--- config.mk ---
export PLATFORM = sky130hd
export DESIGN_NAME = sgi_out
export DESIGN_NICKNAME = d
export VERILOG_FILES = /design/src/rtl/core/sgi_pkg.sv /design/src/rtl/core/sgi_out.sv
export SDC_FILE = /design/constraint.sdc
export NUM_CORES = 1
export LEC_CHECK = 0
export BUFFER_PORTS_ARGS = -buffer_cell sky130_fd_sc_hd__buf_2
export CORE_ASPECT_RATIO = 1.2
export CORE_MARGIN = 2
export CORE_UTILIZATION = 62
export CTS_BUF_LIST = sky130_fd_sc_hd__clkbuf_4 sky130_fd_sc_hd__clkbuf_8
export CTS_CLUSTER_DIAMETER = 80
export CTS_CLUSTER_SIZE = 10
export DETAILED_ROUTE_END_ITERATION = 10
export PLACE_DENSITY = 0.91
export SLEW_MARGIN = 30
export SYNTH_ARGS = -nofsm -noshare
export SYNTH_HDL_FRONTEND = slang
export SYNTH_SLANG_ARGS = --single-unit
--- constraint.sdc ---
create_clock -name clk -period 8.1 [get_ports clk]
set_input_delay 1.62 -clock clk [delete_from_list [all_inputs] [get_ports clk]]
set_output_delay 1.62 -clock clk [all_outputs]
set_load 0.03 [all_outputs]
--- src/rtl/core/sgi_pkg.sv ---
// Shared constants and types of the segment intersection unit.
// Depends on nothing.
package sgi_pkg;

    localparam int COORD_BITS_DEF = 16;
    localparam int FRAC_BITS_DEF  = 16;

    // Number of register stages of the front end.
    localparam int FRONT_STAGES = 4;

    typedef struct packed {
        logic hit;
        logic par;
    } sgi_flags_t;

endpackage

--- src/rtl/core/sgi_out.sv ---
// Output stage: applies sign, adds the start point and saturates.
// Depends on sgi_pkg.
module sgi_out
    import sgi_pkg::*;
#(
    parameter int COORD_BITS = COORD_BITS_DEF,
    parameter int FRAC_BITS  = FRAC_BITS_DEF
)
(
    input  logic                                    clk,
    input  logic                                    en,
    input  logic [COORD_BITS+FRAC_BITS+1:0]         quot_x,
    input  logic                                    ovf_x,
    input  logic                                    neg_x,
    input  logic signed [COORD_BITS-1:0]            start_x,
    input  logic [COORD_BITS+FRAC_BITS+1:0]         quot_y,
    input  logic                                    ovf_y,
    input  logic                                    neg_y,
    input  logic signed [COORD_BITS-1:0]            start_y,
    input  sgi_flags_t                              flags,
    output logic                                    segments_hit,
    output logic                                    lines_parallel,
    output logic                                    point_saturated,
    output logic [COORD_BITS+FRAC_BITS+1:0]         cross_x,
    output logic [COORD_BITS+FRAC_BITS+1:0]         cross_y
);

    localparam int OB = COORD_BITS + FRAC_BITS + 2;
    localparam int K  = OB;
    localparam logic signed [K+1:0] HI = {3'b000, {(OB-1){1'b1}}};
    localparam logic signed [K+1:0] LO = {3'b111, {(OB-1){1'b0}}};

    logic hit_reg, par_reg, sat_reg;
    logic [OB-1:0] x_reg, y_reg;
    logic [OB:0] fx, fy;

    // Returns the saturation flag above the clamped coordinate.
    function automatic logic [OB:0] place(input logic signed [COORD_BITS-1:0] p,
                                          input logic [K-1:0] q,
                                          input logic ovfl,
                                          input logic neg);
        logic signed [K+1:0] base;
        logic signed [K+1:0] sum;
        logic [OB:0] res;
        base = {{(K+2-COORD_BITS-FRAC_BITS){p[COORD_BITS-1]}}, p, {FRAC_BITS{1'b0}}};
        sum  = neg ? base - $signed({2'b00, q}) : base + $signed({2'b00, q});
        if (ovfl)
            res = {1'b1, neg ? LO[OB-1:0] : HI[OB-1:0]};
        else if (sum > HI)
            res = {1'b1, HI[OB-1:0]};
        else if (sum < LO)
            res = {1'b1, LO[OB-1:0]};
        else
            res = {1'b0, sum[OB-1:0]};
        return res;
    endfunction

    always_comb
    begin
        fx = place(start_x, quot_x, ovf_x, neg_x);
        fy = place(start_y, quot_y, ovf_y, neg_y);
    end

    always_ff @(posedge clk)
    begin
        if (en)
        begin
            par_reg <= flags.par;
            hit_reg <= flags.hit && !flags.par;
            sat_reg <= (fx[OB] || fy[OB]) && !flags.par;
            x_reg   <= flags.par ? '0 : fx[OB-1:0];
            y_reg   <= flags.par ? '0 : fy[OB-1:0];
        end
    end

    assign segments_hit    = hit_reg;
    assign lines_parallel  = par_reg;
    assign point_saturated = sat_reg;
    assign cross_x         = x_reg;
    assign cross_y         = y_reg;

endmodule

==> results of run 1 <==
==> where the power goes <==
| group | switching (mW) | total, mW | internal [mW] |
|---|---|---|---|
| combinational | 0.406 | 0.620 | 0.214 |
| clock | 0.146 | 0.293 | 0.147 |
| sequential | 0.0116 | 0.465 | 0.454 |
==> registers in the layout, summed over array words and instances (netlist names) <==
name and flops:
cross_x 34, cross_y 34, lines_parallel 1, point_saturated 1, segments_hit 1
==> final timing paths <==
kind	slack, ns	depth (start not counted)	endpoint
worst max-delay path	2.59	14	cross_x[3]$_SDFFCE_PP0P_
worst min-delay path	1.59	2	segments_hit$_DFFE_PP_
==> cells by family (layout without fill, tap and decap cells) <==
group           Yosys count  in the layout  share of synthesized area (%)
simple gates            267            267                           17.7
flops                    71             71                           26.7
buf+inv                 145            292                           7.64
compound gates          341            341                           28.2
xor+xnor                 64             64                           7.02
fa+ha+maj                78             78                           12.4
mux                       3              3                          0.376
==> worst max-delay path, stage by stage <==
cell      delay, ns
buf_2          0.09
inv_1          0.04
ha_1           0.45
nor2_1         0.10
o311ai_0       0.61
a21oi_1        0.20
o311ai_0       0.64
a21oi_1        0.19
o211ai_2       0.20
xnor2_1        0.19
a21oi_2        0.14
a21boi_2       0.66
buf_4          0.32
a21oi_1        0.12
==> metal layers <==
metal,track usage (%),share of wire [%]
met2,58.0,52
met3,6.03,7.2
met5,0,0
met4,15.5,4.4
met1,35.2,37
==> Yosys cell counts, drive strengths merged, types with 17 or more instances <==
master	n	area share (%)
edfxtp	71	27
a21oi	159	12
inv	88	4.1
nand2b	17	1.3
nand2	76	4.5
xnor2	57	6.2
clkbuf	34	1.6
nand3	45	2.8
buf	21	1.8
o21ai	50	3.2
ha	76	12
o31ai	17	1.7
nor2	49	2.3
nor3	18	1.1
==> stage by stage <==
step	std cells	worst slack, ns	hold slack (ns)
floorplan	969	3.40	1.72
detailed placement	1264	2.37	1.96
CTS	1280	2.70	1.58
finish	1280	2.59	1.59
global placement	1263	2.41	1.92
global route	1280	2.35	1.61
==> cell type report <==
type	count	area, um2
multi-input combinational	753	5260
timing repair buffer	186	955
clock inverter	6	68.8
sequential	71	2130
clock buffer	10	131
inverter	90	338
fill	1054	3520
tap	164	205
==> layout by cell type (no fill, tap or decap), types with 4 or more instances in the layout <==
cell type and count:
nand2b_1 17, o21ai_0 47, nand2_2 30, a31oi_1 14, nor4_1 10, or2_2 5, clkbuf_8 9, xnor2_1 57
nor2_1 49, o211ai_1 10, nor3_1 18, ha_1 76, o41ai_1 6, and3_1 4, o21bai_1 13, a21o_1 12
buf_4 7, buf_2 178, o21a_1 5, a211o_1 4, a21oi_1 127, nand4_1 9, nand3_1 45, o22ai_1 4
edfxtp_1 71, or3_1 7, a221oi_1 5, or4_1 6, a211oi_1 10, nand2_1 46, o31ai_1 16, nor2b_1 8
a21oi_2 31, inv_1 87, xor2_1 7
==> results.sh, run 1 <==
export IMPL_die_h_um=128
export IMPL_status="complete, no violations"
export IMPL_fmax_mhz=181
export IMPL_hpwlAfterDp_um=17000
export IMPL_cts_max_level=3
export IMPL_grt_pass1_vias=7652
export IMPL_syn_to_final_growth_pct=13.8
export IMPL_synth_edf_count=71
export IMPL_synth_cell_types=78
export IMPL_post_dp_cell_area_um2=8890
export IMPL_syn_inst=969
export IMPL_io_pins=179
export IMPL_layout_nets=1297
export IMPL_route_vias_total=8015
export IMPL_row_count=45
export IMPL_antenna_diode_count=0
export IMPL_start_util_pct=63.4
export IMPL_synth_flop_cell="edfxtp_1"
export IMPL_hold_viol=0
export IMPL_numPortBuffers=178
export IMPL_ctsHoldBuffers=0
export IMPL_finalPower_mw=1.38
export IMPL_drtIter0Drc=604
export IMPL_drive_gt1_share_pct=25.4
export IMPL_crit_path_end_kind="flip-flop"
export IMPL_clockBufferDepth=2
export IMPL_place_gp_congestion=0.958
export IMPL_clk_pin_slew_ns=0.08
export IMPL_ant_nets=0
export IMPL_core_um2=12600
export IMPL_drc=0
export IMPL_fp_dieArea_um2=13800
export IMPL_irDropWorstVdd_mv=0.112
export IMPL_maxCapViolations=0
export IMPL_setup_violations_final=0
export IMPL_syn_cell_area_um2=7990
export IMPL_drt_total_wl_um=22200
export IMPL_cts_buffers=9
export IMPL_fin_area_um2=9090
export IMPL_leakage_nw=3.82
export IMPL_grt_overflow_total=0
export IMPL_syn_area_per_cell_um2=8.25
export IMPL_worstMarginPinSlew_ns=0.903
export IMPL_cp_max_fo=20
export IMPL_relSlewSlack_pct=39.8
export IMPL_ys_ff_latch=71
export IMPL_die_x_um=108
export IMPL_routedWlPerCell_um=17.3
export IMPL_crit_path_start="quot_x[18]"
export IMPL_seq_area_frac_synth_pct=26.7
export IMPL_required_ns=8.16
export IMPL_routed_via_density=6.26
export IMPL_grt_pass1_wl_um=35700
export IMPL_drv_slew=0
export IMPL_post_route_util_pct=72.1
export IMPL_postCtsSetupBuffers=0
export IMPL_grt_usage_pct=31.8
export IMPL_drtPass1Iterations=5
export IMPL_period_needed_ns=5.51
export IMPL_yosysWarnings=0
export IMPL_antenna_found_initial=0
export IMPL_finalSetupTns_ns=0
export IMPL_cts_repair_resized=0
export IMPL_arrival_ns=5.57
export IMPL_rsz0062_at_grt="false"
export IMPL_holdCritPathClass="input pin to flip-flop"
export IMPL_clock_sinks=71
export IMPL_cts_tree="yes"
export IMPL_root_buffer="clkbuf_8"
export IMPL_grt_max_degree=72
export IMPL_pwr_density_cell_nw_per_um2=152
export IMPL_worstHoldStart="flags[1]"
export IMPL_syn_num_nets=1155
export IMPL_min_period_over_period_pct=68.1
export IMPL_start_kind="input pin"
export IMPL_async_flop_share_pct=0
export IMPL_setup_worst_path_class="input pin to flip-flop"
(Power assumes the default switching activity.)
==> run 2, diff against run 1 <==
--- a/config.mk
+++ b/config.mk
@@ -8,12 +8,12 @@
 export BUFFER_PORTS_ARGS = -buffer_cell sky130_fd_sc_hd__buf_2
 export CORE_ASPECT_RATIO = 1.2
 export CORE_MARGIN = 2
-export CORE_UTILIZATION = 62
+export CORE_UTILIZATION = 52
 export CTS_BUF_LIST = sky130_fd_sc_hd__clkbuf_4 sky130_fd_sc_hd__clkbuf_8
 export CTS_CLUSTER_DIAMETER = 80
 export CTS_CLUSTER_SIZE = 10
 export DETAILED_ROUTE_END_ITERATION = 10
-export PLACE_DENSITY = 0.91
+export PLACE_DENSITY = 0.81
 export SLEW_MARGIN = 30
 export SYNTH_ARGS = -nofsm -noshare
 export SYNTH_HDL_FRONTEND = slang
==> constraint.sdc (replaced) <==
create_clock -name clk -period 4.65 [get_ports clk]
set_input_delay 0.93 -clock clk [delete_from_list [all_inputs] [get_ports clk]]
set_output_delay 0.93 -clock clk [all_outputs]
set_load 0.03 [all_outputs]
==> results.sh, run 2 (synthesis results as in run 1) <==
export IMPL_status="complete, no violations"
export IMPL_leakage_nw=3.89
export IMPL_maxCapViolations=0
export IMPL_layout_commonest_cell="buf_2"
export IMPL_grt_pass1_wl_um=34000
export IMPL_post_route_util_pct=61.8
export IMPL_drv_slew=0
export IMPL_wl_met3_um=1310
export IMPL_routed_via_density=5.88
export IMPL_grt_usage_pct=25.3
export IMPL_highest_layer="met4"
export IMPL_cts_max_level=3
export IMPL_worstPathCellList="buf_2, inv_1, ha_1, nand2b_1, a221oi_1, o211ai_1, a31oi_1, o31a_1, o211ai_1, xnor2_1, a21oi_2, a21boi_2, buf_4, a21oi_1"
export IMPL_ctsHoldBuffers=0
export IMPL_place_inst=1317
export IMPL_worstHoldStart="flags[1]"
export IMPL_antenna_diode_count=0
export IMPL_holdCritPathClass="input pin to flip-flop"
export IMPL_arrival_ns=4.19
export IMPL_antenna_found_initial=0
export IMPL_drtPass1Iterations=5
export IMPL_drtIter0Drc=808
export IMPL_wl_met1_um=8260
export IMPL_fmax_mhz=243
export IMPL_cp_max_fo=21
export IMPL_ant_nets=0
export IMPL_relSlewSlack_pct=42.0
export IMPL_fp_dieArea_um2=16400
export IMPL_required_ns=4.73
export IMPL_final_cell_mix="buf_2 (177), a21oi_1 (127), inv_1 (87), ha_1 (76), edfxtp_1 (71)"
export IMPL_layout_nets=1310
export IMPL_rsz0062_at_grt="false"
export IMPL_worstMarginPinSlew_ns=0.870
export IMPL_route_vias_total=7834
export IMPL_irDropWorstVdd_mv=0.124
export IMPL_min_period_over_period_pct=88.4
export IMPL_period_needed_ns=4.11
export IMPL_numPortBuffers=178
export IMPL_clk_pin_slew_ns=0.08
export IMPL_hold_viol=0
export IMPL_io_pins=179
export IMPL_grt_overflow_total=0
export IMPL_drt_total_wl_um=21100
export IMPL_cts_tree="yes"
export IMPL_start_util_pct=53.2
export IMPL_die_h_um=140
export IMPL_core_um2=15000
export IMPL_finalSetupTns_ns=0
export IMPL_holdPathStages=2
export IMPL_slowest_stage="a31oi_1"
export IMPL_grt_max_degree=48
export IMPL_row_count=49
export IMPL_pwr_density_cell_nw_per_um2=258
export IMPL_max_stage_delay_ns=0.50
export IMPL_root_buffer="clkbuf_8"
export IMPL_syn_to_final_growth_pct=16.1
export IMPL_crit_path_end_kind="flip-flop"
export IMPL_cts_buffers=9
export IMPL_place_gp_congestion=0.963
export IMPL_hpwlAfterDp_um=16600
export IMPL_clockBufferDepth=2
export IMPL_route_met2_wl_um=10700
export IMPL_setup_worst_path_class="input pin to flip-flop"
export IMPL_setup_violations_final=0
export IMPL_postCtsSetupBuffers=0
export IMPL_hold_ws_ns=0.878
export IMPL_routedWlPerCell_um=15.8
export IMPL_die_x_um=117
export IMPL_cts_repair_resized=0
export IMPL_clock_sinks=71
export IMPL_drc=0
export IMPL_drive_gt1_share_pct=26.2
export IMPL_grt_pass1_vias=7295
export IMPL_min_to="segments_hit$_DFFE_PP_"
export IMPL_finalNonFillerCells=1333
export IMPL_start_kind="input pin"
export IMPL_cp_common_cell="o211ai_1"
[run 2: cell count changes in the layout (fill, tap and decap cells not counted), sizes merged]
cell,before,now
clkinv,4,5
clkinvlp,1,2
buf,186,199
inv,90,88
[run 2: final cells by class]
| cell class | count | area, um2 |
|---|---|---|
| fill | 1320 | 5740 |
| timing repair buffer | 199 | 1090 |
| clock inverter | 6 | 71.3 |
| sequential | 71 | 2130 |
| clock buffer | 10 | 131 |
| inverter | 90 | 338 |
| tap | 204 | 255 |
| multi-input combinational | 753 | 5260 |
[run 2: worst max path at each step]
| stage | start | to | cells after the start |
|---|---|---|---|
| 6_report | quot_x[17] | cross_x[7]$_SDFFCE_PP0P_ | 14 |
| 5_1_grt | quot_y[18] | cross_y[13]$_SDFFCE_PP0P_ | 14 |
| 4_1_cts | quot_y[17] | cross_y[13]$_SDFFCE_PP0P_ | 14 |
| 3_5_place_dp | quot_y[17] | cross_y[13]$_SDFFCE_PP0P_ | 14 |
| 3_3_place_gp | quot_x[17] | cross_x[2]$_SDFFCE_PP0P_ | 14 |
| 2_1_floorplan | quot_y[17] | cross_y[31]$_SDFFCE_PP0P_ | 13 |
[run 2: routing by layer]
metal | vias to the layer above | global-route usage [%]
li1 | 3841 | -
met4 | 0 | 11.5
met1 | 3607 | 30.5
met5 | - | 0
met3 | 58 | 3.05
met2 | 328 | 44.3
[run 2: report_power, final]
part	total, mW	switching (mW)	leakage [nW]	internal [mW]
registers	0.812	0.0212	0.684	0.790
logic	1.09	0.698	3.11	0.391
clock network	0.494	0.237	0.0961	0.256
total	2.39	0.956	3.89	1.44
[run 2: per-stage QoR]
step	power (mW)	cell area (um2)	setup slack (ns)
2_1_floorplan	1.60	7990	0.644
3_3_place_gp	1.89	9070	0.356
3_5_place_dp	1.90	9070	0.260
4_1_cts	2.39	9270	0.624
5_1_grt	2.53	9280	0.333
6_report	2.39	9280	0.537
[run 2: worst max-delay path, delay by kind of cell]
kind	cells	cell delay (ns)
AO/OA/AOI/OAI	8	1.93
buffers and inverters	3	0.41
adder cells (fa/ha/maj)	1	0.39
XOR/XNOR	1	0.31
AND/OR/NAND/NOR	1	0.20
